===== src/rtl/indented_text_line_lexer_top_defines.svh =====
// Assertion macros for the indented text line lexer.
`ifndef INDENTED_TEXT_LINE_LEXER_TOP_DEFINES_SVH
`define INDENTED_TEXT_LINE_LEXER_TOP_DEFINES_SVH

`ifndef SYNTHESIS
`define ITLL_ASSERT_IMPL(label, clk, rst, ante, cons) \
   label: assert property (@(posedge clk) disable iff (rst) (ante) |-> (cons)) \
      else $error("itll assertion failed");
`define ITLL_ASSERT_NEXT(label, clk, rst, ante, cons) \
   label: assert property (@(posedge clk) disable iff (rst) (ante) |=> (cons)) \
      else $error("itll assertion failed");
`else
`define ITLL_ASSERT_IMPL(label, clk, rst, ante, cons)
`define ITLL_ASSERT_NEXT(label, clk, rst, ante, cons)
`endif

`endif


===== src/rtl/itll_pkg.sv =====
`timescale 1ns / 1ps

package itll_pkg;

   localparam int LEVEL_DEFAULT = 255;

   localparam logic [7:0] CH_NEWLINE = 8'h0A;
   localparam logic [7:0] CH_TAB     = 8'h09;
   localparam logic [7:0] CH_CARET   = 8'h5E;
   localparam logic [7:0] CH_EQUALS  = 8'h3D;
   localparam logic [7:0] CH_QUOTE   = 8'h27;
   localparam logic [7:0] CH_PIPE    = 8'h7C;
   localparam logic [7:0] CH_GREATER = 8'h3E;
   localparam logic [7:0] CH_SPACE   = 8'h20;

   typedef enum logic [1:0] {
      KIND_NONE,
      KIND_CHAR,
      KIND_EOL,
      KIND_ERR
   } itll_kind_type;

   typedef enum logic [1:0] {
      FIELD_NAME,
      FIELD_TYPE,
      FIELD_VALUE
   } itll_field_type;

   typedef enum logic [1:0] {
      ERR_LEVEL_JUMP,
      ERR_LEADING_SPACE,
      ERR_TYPE_SEP,
      ERR_REPEAT_ASSIGN
   } itll_err_type;

   typedef struct packed {
      itll_kind_type  kind;
      itll_field_type target_field;
      logic [7:0]     character;
      logic [7:0]     line_level;
      logic           bare_line;
      logic           append_nul;
      itll_err_type   error_code;
   } itll_rsp_type;

endpackage


===== src/rtl/itll_core.sv =====
`timescale 1ns / 1ps

module itll_core import itll_pkg::*; #(
   parameter int MAX_LEVEL = LEVEL_DEFAULT
) (
   input  logic         clock,
   input  logic         reset,
   input  logic         en,
   input  logic         doc_start,
   input  logic [7:0]   byte_in,
   output itll_rsp_type rsp
);

   localparam int IW = $clog2(MAX_LEVEL + 1);
   localparam int MW = IW + 1;

   typedef enum logic [1:0] {
      PH_INDENT,
      PH_CONTENT,
      PH_ERROR
   } phase_type;

   phase_type      phase_ff, phase_in, cur_phase;
   logic [IW-1:0]  indent_ff, indent_in, cur_indent;
   logic [MW-1:0]  max_ff, max_in, cur_max;
   logic           started_ff, started_in, cur_started;
   logic           esc_ff, esc_in, cur_esc;
   itll_field_type field_ff, field_in, cur_field;
   logic           seen_type_ff, seen_type_in, cur_seen_type;
   logic           seen_assign_ff, seen_assign_in, cur_seen_assign;

   logic [IW+7:0]  lvl_ext;
   logic [7:0]     lvl;
   logic           level_bad;
   logic           do_content;
   logic           do_eol;
   logic           do_err;
   itll_err_type   err_code;

   always_comb begin
      cur_phase       = doc_start ? PH_INDENT  : phase_ff;
      cur_indent      = doc_start ? '0         : indent_ff;
      cur_max         = doc_start ? '0         : max_ff;
      cur_started     = doc_start ? 1'b0       : started_ff;
      cur_esc         = doc_start ? 1'b0       : esc_ff;
      cur_field       = doc_start ? FIELD_NAME : field_ff;
      cur_seen_type   = doc_start ? 1'b0       : seen_type_ff;
      cur_seen_assign = doc_start ? 1'b0       : seen_assign_ff;

      lvl_ext   = {8'd0, cur_indent};
      lvl       = lvl_ext[7:0];
      level_bad = {1'b0, cur_indent} > cur_max;

      phase_in       = cur_phase;
      indent_in      = cur_indent;
      max_in         = cur_max;
      started_in     = cur_started;
      esc_in         = cur_esc;
      field_in       = cur_field;
      seen_type_in   = cur_seen_type;
      seen_assign_in = cur_seen_assign;

      rsp        = '0;
      do_content = 1'b0;
      do_eol     = 1'b0;
      do_err     = 1'b0;
      err_code   = ERR_LEVEL_JUMP;

      unique case (cur_phase)
         PH_CONTENT: begin
            if (byte_in == CH_NEWLINE) begin
               do_eol = 1'b1;
            end else begin
               do_content = 1'b1;
            end
         end
         PH_INDENT: begin
            if (byte_in == CH_NEWLINE) begin
               if (cur_started) begin
                  if (level_bad) begin
                     do_err = 1'b1;
                  end else begin
                     max_in = {1'b0, cur_indent} + MW'(1);
                     do_eol = 1'b1;
                  end
               end
            end else if (byte_in == CH_TAB) begin
               started_in = 1'b1;
               if (cur_indent >= IW'(MAX_LEVEL)) begin
                  do_err = 1'b1;
               end else begin
                  indent_in = cur_indent + IW'(1);
               end
            end else begin
               started_in = 1'b1;
               if (level_bad) begin
                  do_err = 1'b1;
               end else begin
                  max_in = {1'b0, cur_indent} + MW'(1);
                  if (byte_in == CH_SPACE) begin
                     do_err   = 1'b1;
                     err_code = ERR_LEADING_SPACE;
                  end else begin
                     phase_in   = PH_CONTENT;
                     do_content = 1'b1;
                  end
               end
            end
         end
         default: begin
         end
      endcase

      if (do_content) begin
         if (cur_esc) begin
            esc_in           = 1'b0;
            rsp.kind         = KIND_CHAR;
            rsp.target_field = cur_field;
            rsp.line_level   = lvl;
            if (byte_in == CH_PIPE) begin
               rsp.character = CH_NEWLINE;
            end else if (byte_in == CH_GREATER) begin
               rsp.character = CH_TAB;
            end else begin
               rsp.character = byte_in;
            end
         end else if (byte_in == CH_QUOTE) begin
            esc_in = 1'b1;
         end else if (byte_in == CH_CARET) begin
            if (cur_seen_type || cur_seen_assign) begin
               do_err   = 1'b1;
               err_code = ERR_TYPE_SEP;
            end else begin
               field_in     = FIELD_TYPE;
               seen_type_in = 1'b1;
            end
         end else if (byte_in == CH_EQUALS) begin
            if (cur_seen_assign) begin
               do_err   = 1'b1;
               err_code = ERR_REPEAT_ASSIGN;
            end else begin
               field_in       = FIELD_VALUE;
               seen_assign_in = 1'b1;
            end
         end else begin
            rsp.kind         = KIND_CHAR;
            rsp.target_field = cur_field;
            rsp.character    = byte_in;
            rsp.line_level   = lvl;
         end
      end

      if (do_err) begin
         phase_in       = PH_ERROR;
         rsp            = '0;
         rsp.kind       = KIND_ERR;
         rsp.line_level = lvl;
         rsp.error_code = err_code;
      end else if (do_eol) begin
         rsp.kind         = KIND_EOL;
         rsp.target_field = cur_field;
         rsp.line_level   = lvl;
         rsp.bare_line    = !cur_seen_type && !cur_seen_assign;
         rsp.append_nul   = cur_esc;
         phase_in         = PH_INDENT;
         indent_in        = '0;
         started_in       = 1'b0;
         esc_in           = 1'b0;
         field_in         = FIELD_NAME;
         seen_type_in     = 1'b0;
         seen_assign_in   = 1'b0;
      end
   end

   always_ff @(posedge clock) begin
      if (reset) begin
         phase_ff       <= PH_INDENT;
         indent_ff      <= '0;
         max_ff         <= '0;
         started_ff     <= 1'b0;
         esc_ff         <= 1'b0;
         field_ff       <= FIELD_NAME;
         seen_type_ff   <= 1'b0;
         seen_assign_ff <= 1'b0;
      end else if (en) begin
         phase_ff       <= phase_in;
         indent_ff      <= indent_in;
         max_ff         <= max_in;
         started_ff     <= started_in;
         esc_ff         <= esc_in;
         field_ff       <= field_in;
         seen_type_ff   <= seen_type_in;
         seen_assign_ff <= seen_assign_in;
      end
   end

endmodule


===== src/rtl/indented_text_line_lexer_top.sv =====
`timescale 1ns / 1ps
// Indented text line lexer: one text byte in, one result item out.
// Input channel req_*: req_doc_start clears all parse state before the byte,
// req_byte_in carries the raw byte. Result channel rsp_*: kind, target field,
// decoded character, line level, bare line and trailing escape flags, and
// the error code. Every accepted byte gives exactly one result item,
// in order.
// An accepted byte is loaded into the input register; its result is then
// loaded into the result register when the core advances, which raises
// rsp_valid, and the item leaves when rsp_ready is high.
// Throughput: one byte per cycle while rsp_ready stays high; the lexer state
// registers close a loop through the core logic, so each byte is folded in
// as it leaves the input register.
// Reset (synchronous, active high) empties both registers and returns the
// lexer to the start of a document.
// When the receiver holds rsp_ready low, the result register holds its item,
// the input register keeps one more byte, and req_ready drops once both
// are full.
`include "indented_text_line_lexer_top_defines.svh"

module indented_text_line_lexer_top import itll_pkg::*; #(
   parameter int MAX_LEVEL = LEVEL_DEFAULT
) (
   input  logic       clock,
   input  logic       reset,
   input  logic       req_valid,
   output logic       req_ready,
   input  logic       req_doc_start,
   input  logic [7:0] req_byte_in,
   output logic       rsp_valid,
   input  logic       rsp_ready,
   output logic [1:0] rsp_kind,
   output logic [1:0] rsp_target_field,
   output logic [7:0] rsp_character,
   output logic [7:0] rsp_line_level,
   output logic       rsp_bare_line,
   output logic       rsp_append_nul,
   output logic [1:0] rsp_error_code
);

   logic         in_valid_ff, in_valid_in;
   logic         in_doc_ff;
   logic [7:0]   in_byte_ff;
   logic         out_valid_ff, out_valid_in;
   itll_rsp_type out_ff;
   itll_rsp_type core_rsp;
   logic         advance;
   logic         req_take;

   itll_core #(
      .MAX_LEVEL (MAX_LEVEL)
   ) u_core (
      .clock     (clock),
      .reset     (reset),
      .en        (advance),
      .doc_start (in_doc_ff),
      .byte_in   (in_byte_ff),
      .rsp       (core_rsp)
   );

   always_comb begin
      advance   = in_valid_ff && (!out_valid_ff || rsp_ready);
      req_ready = !in_valid_ff || advance;
      req_take  = req_valid && req_ready;

      if (req_take) begin
         in_valid_in = 1'b1;
      end else if (advance) begin
         in_valid_in = 1'b0;
      end else begin
         in_valid_in = in_valid_ff;
      end

      if (advance) begin
         out_valid_in = 1'b1;
      end else if (rsp_ready) begin
         out_valid_in = 1'b0;
      end else begin
         out_valid_in = out_valid_ff;
      end
   end

   always_ff @(posedge clock) begin
      if (reset) begin
         in_valid_ff  <= 1'b0;
         out_valid_ff <= 1'b0;
      end else begin
         in_valid_ff  <= in_valid_in;
         out_valid_ff <= out_valid_in;
      end
   end

   always_ff @(posedge clock) begin
      if (req_take) begin
         in_doc_ff  <= req_doc_start;
         in_byte_ff <= req_byte_in;
      end
      if (advance) begin
         out_ff <= core_rsp;
      end
   end

   assign rsp_valid        = out_valid_ff;
   assign rsp_kind         = out_ff.kind;
   assign rsp_target_field = out_ff.target_field;
   assign rsp_character    = out_ff.character;
   assign rsp_line_level   = out_ff.line_level;
   assign rsp_bare_line    = out_ff.bare_line;
   assign rsp_append_nul   = out_ff.append_nul;
   assign rsp_error_code   = out_ff.error_code;

   `ITLL_ASSERT_IMPL(a_stall_has_item, clock, reset, !req_ready,
                     in_valid_ff && out_valid_ff)
   `ITLL_ASSERT_IMPL(a_none_is_clear, clock, reset, rsp_valid && rsp_kind == KIND_NONE,
                     rsp_target_field == FIELD_NAME && rsp_character == 8'd0 &&
                     rsp_line_level == 8'd0 && rsp_error_code == ERR_LEVEL_JUMP)
   `ITLL_ASSERT_IMPL(a_flags_only_eol, clock, reset, rsp_valid && rsp_kind != KIND_EOL,
                     !rsp_bare_line && !rsp_append_nul)
   `ITLL_ASSERT_NEXT(a_advance_fills, clock, reset, advance, out_valid_ff)

endmodule


===== config.mk =====
export PLATFORM = sky130hd
export DESIGN_NAME = indented_text_line_lexer_top
export DESIGN_NICKNAME = d
export VERILOG_FILES = /design/src/rtl/itll_pkg.sv /design/src/rtl/itll_core.sv /design/src/rtl/indented_text_line_lexer_top.sv
export VERILOG_INCLUDE_DIRS = /design/src /design/src/rtl
export SDC_FILE = /design/constraint.sdc
export NUM_CORES = 1
export LEC_CHECK = 0
export ABC_AREA = 0
export BUFFER_PORTS_ARGS = -buffer_cell sky130_fd_sc_hd__buf_4
export CORE_MARGIN = 5
export CORE_UTILIZATION = 30
export CTS_CLUSTER_DIAMETER = 200
export DETAILED_ROUTE_END_ITERATION = 8
export SYNTH_ARGS = -nofsm -noshare
export SYNTH_HDL_FRONTEND = slang
export SYNTH_SLANG_ARGS = --single-unit

===== constraint.sdc =====
create_clock -name clock -period 3.8 [get_ports clock]
set_input_delay 0.19 -clock clock [delete_from_list [all_inputs] [get_ports clock]]
set_output_delay 0.19 -clock clock [all_outputs]
set_load 0.005 [all_outputs]

Word level (Yosys, flattened, before mapping) --
Index checks and enable logic that the tools add are counted.
Storage, ports and cells: flip-flop bits (word level) 60, input bits 13, output and inout bits 26
Operators by class: $add $sub $neg 2, $lt $le $gt $ge 2, eq/ne operators 9, muxes and demuxes 110, bitwise operators 2, reductions and logical operators 16
Operator list (number):
- $mux 20 | 4
- $mux 8 | 9
- $mux 2 | 29
- $mux 1 | 56
- $mux 9 | 6
- $eq 8x6->1 const B | 4
- $mux 10 | 2
- $mux 19 | 1
- $eq 8x4->1 const B | 2
- $eq 8x7->1 const B | 2
- $add 8x1->9 const B | 1
- $gt 8x9->1 | 1
- $add 8x1->8 const B | 1
- $ge 8x8->1 const B | 1
- $reduce_or 2->1 | 3
- $logic_not 1->1 | 4
- $pmux 1 s2 | 2
- $reduce_bool 2->1 | 2
- $logic_and 1x1->1 | 3
- $logic_or 1x1->1 | 3
- $mux 3 | 1
- $eq 2x1->1 const B | 1
- $logic_not 2->1 | 1
- $not 1->1 | 2

Depth between registers and ports, before layout --
depth in word-level cells 13, depth in mapped cells 14, mapped depth without buffers 11

Cells and area by module --
Synthesis repeated with hierarchy kept, for this count alone.
Unflattened totals: cell total of the unflattened synthesis 384, area total of the unflattened synthesis 3462.1 um2
By module, submodules not included:
- itll_core | instances 1, cells an instance 341, area each 2367.3 um2, sequential area each 500.5 um2
- indented_text_line_lexer_top | instances 1, cells an instance 43, area each 1094.8 um2, sequential area each 1031.0 um2

Least setup slack after synthesis --
Ideal clock, no wire load.
path type reg-to-reg, start register in_doc_ff, end register out_ff (netlist bit rsp_error_code[0]) (data pin), data arrival time 2777 ps, data required time 3631 ps, setup slack 854 ps, cell stages (with the launch flop) 12, clock period less this slack 2946 ps, cell sequence edfxtp_1 -> buf_2 -> clkbuf_1 -> buf_1 -> nor2b_1 -> ha_1 -> nand3_1 -> nor3_1 -> a21oi_1 -> or2_4 -> or3_4 -> o31ai_1
Between the ends: cells in the longest elaborated chain, start to end 12
RTL lines:
- from (decl) | RTL line indented_text_line_lexer_top.sv:42 | logic in_doc_ff;
- from (signal assigned) | RTL line indented_text_line_lexer_top.sv:95 | in_doc_ff <= req_doc_start;
- $mux 8 / $mux 9 (equally long branches) | RTL line itll_core.sv:42, itll_core.sv:43
- $gt 8x9->1 / $ge 8x8->1 (equally long branches) | RTL line itll_core.sv:52, itll_core.sv:89
- $mux 2, or another cell as far along | RTL line itll_core.sv:96 | if (level_bad) begin
- $mux 2, or another cell as far along | RTL line itll_core.sv:87 | end else if (byte_in == CH_TAB) begin
- $mux 2 / $mux 1 (equally long branches) | RTL line itll_core.sv:78 | if (byte_in == CH_NEWLINE) begin
- $mux 2 / $mux 1 (equally long branches) | RTL line itll_core.sv:69 | unique case (cur_phase)
- $mux 2 / $mux 1 (equally long branches) | RTL line itll_core.sv:138 | if (cur_seen_assign) begin
- $mux 2 / $mux 1 (equally long branches) | RTL line itll_core.sv:137 | end else if (byte_in == CH_EQUALS) begin
- $mux 2 / $mux 1 (equally long branches) | RTL line itll_core.sv:129 | end else if (byte_in == CH_CARET) begin
- $mux 2 / $mux 1 (equally long branches) | RTL line itll_core.sv:127 | end else if (byte_in == CH_QUOTE) begin
- $mux 2 / $mux 1 (equally long branches) | RTL line itll_core.sv:115 | if (cur_esc) begin
- $mux 2 / $mux 1 (equally long branches) | RTL line itll_core.sv:114 | if (do_content) begin
- to (signal assigned) | RTL line indented_text_line_lexer_top.sv:99 | out_ff <= core_rsp;
- to (decl) | RTL line indented_text_line_lexer_top.sv:45 | itll_rsp_type out_ff;
Several ways; a longest one is shown, not always the timed one. A chain may end at the register's enable or synchronous reset.

Worst setup path in the final report --
Same ends and word-level chain as after synthesis.

==> results.sh <==
export IMPL_clk_pin_slew_ps=60
export IMPL_crit_required_ps=3960
export IMPL_cts_buffers=9
export IMPL_core_um2=10900
export IMPL_min_path_type="input pin to register"
export IMPL_fin_ws_ps=562
export IMPL_critPathLaunch="in_doc_ff"
export IMPL_synth_seq_area_share=0.459
export IMPL_cap_violations=0
export IMPL_setup_viol=0
export IMPL_cp_slowest_stage_delay_ps=560
export IMPL_synth_edf_count=33
export IMPL_io_pins=39
export IMPL_worstMarginPinSlew_ps=774
export IMPL_fin_cells=541
export IMPL_die_x_um=115
export IMPL_track_usage=0.135
export IMPL_place_ws_ps=585
export IMPL_place_gp_congestion=0.922
export IMPL_syn_nets=372
export IMPL_grt_max_degree=33
export IMPL_die_height_um=115
export IMPL_path_depth=9
export IMPL_netlist_top_cells_area="edfxtp_1 30%, dfxtp_1 16%, nand2_1 5.1%"
export IMPL_end_kind="register"
export IMPL_worst_setup_path_start_kind="register"
export IMPL_critical_path_class="register to register"
export IMPL_fp_dieArea_um2=13300
export IMPL_grt_pass1_wl_um=13900
export IMPL_cts_buffer_depth=2
export IMPL_synth_top_family_by_area="simple AND/OR/NAND/NOR gates"
export IMPL_cts_tree="built"
export IMPL_fillers=1091
export IMPL_dp_cells=520
export IMPL_power_leakage_nw=1.50
export IMPL_final_util=0.365
export IMPL_holdBufCountCts=5
export IMPL_grt_pass1_vias=2747
export IMPL_r2r_end="rsp_error_code[0]"
export IMPL_cp_cell_sequence="inv_2 > nand2_1 > ha_1 > nor2b_1 > o32ai_1 > a21oi_1 > o2111a_1 > or3_4 > o31ai_1"
export IMPL_r2r_cells=9
export IMPL_synth_fa_ha_area_frac=0.0263
export IMPL_fmax_mhz=309
export IMPL_dpl_hpwl_um=6280
export IMPL_synth_top_area_frac=0.297
export IMPL_synthCells=352
export IMPL_synth_flop_cell="edfxtp_1"
export IMPL_power_density_nw_per_um2=340
export IMPL_r2r_start="in_doc_ff"
export IMPL_finalSetupTns_ps=0
export IMPL_synth_largest_area_cell="edfxtp_1"
export IMPL_async_flop_share=0
export IMPL_routedWlPerCell_um=16.0
export IMPL_cp_max_fo=18
export IMPL_outcome="finished, final reports clean"
export IMPL_drc_errors=0
export IMPL_drt_total_wl_um=8680
export IMPL_htree_levels=3
export IMPL_timing_slew_headroom=0.479
export IMPL_nNetsFinal=416
export IMPL_synth_compound_area_share=0.192
export IMPL_clk_latency_ps=350
export IMPL_post_cts_buffers=0
export IMPL_r2r_setup_slack_ps=560
export IMPL_postCtsResizedCells=0
export IMPL_cpLargestDelayFamily="compound AO/OA/AOI/OAI gates"
export IMPL_rsz0062_at_grt="no"
export IMPL_post_route_period_util=0.852
export IMPL_syn_to_final_growth_pct=19.0
export IMPL_worstPathArrival_ps=3390
export IMPL_drv_slew=0
export IMPL_yosys_area_share_simple=0.269
export IMPL_root_buffer="clkbuf_8"
export IMPL_drive_gt1_frac=0.185
export IMPL_drt_iter0_drc=236
export IMPL_synth_seq_cells=60
export IMPL_synth_area_um2=3340
export IMPL_drtPass1Iterations=5
export IMPL_synthXorXnorAreaFrac=0.0210
export IMPL_io_buffers=38
export IMPL_ir_drop_mv=0.120
export IMPL_yosysWarnings=0
export IMPL_via_count=2844
export IMPL_row_count=38
export IMPL_viasPerCell=5.26
export IMPL_layout_min_cycle_time_ps=3240
export IMPL_finClkSkew_ps=12.1
export IMPL_finalHoldViolations=0
export IMPL_crit_end="rsp_error_code[0]"
export IMPL_ant_nets=0
export IMPL_postSynthAreaPerCell_um2=9.48
export IMPL_antenna_found_initial=0
export IMPL_slowest_stage="edfxtp_1"
export IMPL_initial_core_util=0.306
export IMPL_synth_distinct_cells=72
export IMPL_synthMuxAreaShare=0.00338
export IMPL_path_buf_inv=1
export IMPL_cts_sinks=60
export IMPL_antennaDiodeCount=0
export IMPL_globalRouteOverflowTotal=0
==> cell type report <==
class	count	area (µm²)	share of cell area
sequential	60	1530	0.386
timing repair buffer	47	365	0.0920
tap	140	175	0.0441
clock buffer	12	145	0.0366
clock inverter	4	16.3	0.00410
multi-input combinational	270	1710	0.430
inverter	8	30.0	0.00756
==> sequential cells by signal (all words and copies together) (netlist names), 2 cells and up <==
name	flops
rsp_line_level	8
in_byte_ff	8
rsp_character	8
rsp_kind	2
rsp_error_code	2
u_core.phase_ff	2
u_core.field_ff	2
u_core.indent_ff	8
rsp_target_field	2
u_core.max_ff	9
==> routing by layer <==
| metal | wire, µm | GRT usage |
|---|---|---|
| met5 | 0 | 0 |
| met4 | 223 | 0.0712 |
| met3 | 537 | 0.0308 |
| met2 | 3930 | 0.207 |
| met1 | 3990 | 0.178 |
==> stage by stage <==
step | total power, mW | area (µm²) | hold WS, ps
floorplan | 0.811 | 3340 | 289
global placement | 0.864 | 3760 | 370
detailed placement | 0.866 | 3760 | 370
CTS | 1.36 | 3970 | 1.19
global route | 1.40 | 3970 | 1.44
finish | 1.35 | 3970 | 16.8
==> power by group <==
group          switching [mW]  leakage, nW  internal (mW)
Sequential             0.0194        0.534          0.708
Clock                   0.250       0.0829          0.247
Combinational          0.0736        0.886         0.0538
Total                   0.343         1.50           1.01
==> cell usage in the layout (no fill, tap or decap), drive strengths merged, types with 3 or more instances in the layout <==
cell type and instances:
a211o 5, a211oi 5, a21oi 22, a22o 7
a31oi 5, and2 6, and3 3, buf 42
clkbuf 12, clkinv 5, dfxtp 27, dlygate4sd3 5
edfxtp 33, ha 7, inv 7, nand2 46
nand2b 6, nand3 14, nor2 37, nor2b 17
nor3 10, nor3b 5, nor4 6, o21ai 14
o22ai 3, o32ai 4, or3 4, xor2 6
==> worst reg2reg max path, stage by stage (launching register included) <==
cell      delay, ps
edfxtp_1        560
inv_2           320
nand2_1         100
ha_1            290
nor2b_1         150
o32ai_1         390
a21oi_1         140
o2111a_1        350
or3_4           440
o31ai_1         300
==> synth_stat cells, drive strengths merged, types with 2 or more instances <==
cell / count
nand2: 46
nor2: 37
edfxtp: 33
dfxtp: 27
a21oi: 22
nor2b: 17
nand3: 14
o21ai: 14
nor3: 10
clkbuf: 8
a22o: 7
ha: 7
inv: 7
and2: 6
buf: 6
nand2b: 6
nor4: 6
xor2: 6
a211o: 5
a211oi: 5
a31oi: 5
nor3b: 5
o32ai: 4
or3: 4
and3: 3
o22ai: 3
a22oi: 2
a311oi: 2
a32o: 2
nand4: 2
o2111ai: 2
o21bai: 2
o2bb2ai: 2
o31ai: 2
or2: 2
or3b: 2
or4: 2
xnor2: 2
==> kinds of logic (layout without fill, tap and decap cells) <==
logic type               after synthesis  count (layout)
AND/OR/NAND/NOR                      166             166
flip-flops                            60              60
buffers and inverters                 22              71
AO/OA/AOI/OAI                         88              88
XOR/XNOR                               8               8
multiplexers                           1               1
adder cells (fa/ha/maj)                7               7
==> worst min path at each step <==
stage	startpoint	slack [ps]	cells after the start	endpoint
6_report	req_byte_in[0]	20	1	in_byte_ff[0]
5_1_grt	req_byte_in[4]	1	1	in_byte_ff[4]
4_1_cts	req_byte_in[4]	1	1	in_byte_ff[4]
3_5_place_dp	req_byte_in[1]	370	1	in_byte_ff[1]
3_3_place_gp	req_byte_in[5]	370	1	in_byte_ff[5]
2_1_floorplan	req_byte_in[0]	290	0	in_byte_ff[0]
Power figures use the tool's default switching activity.
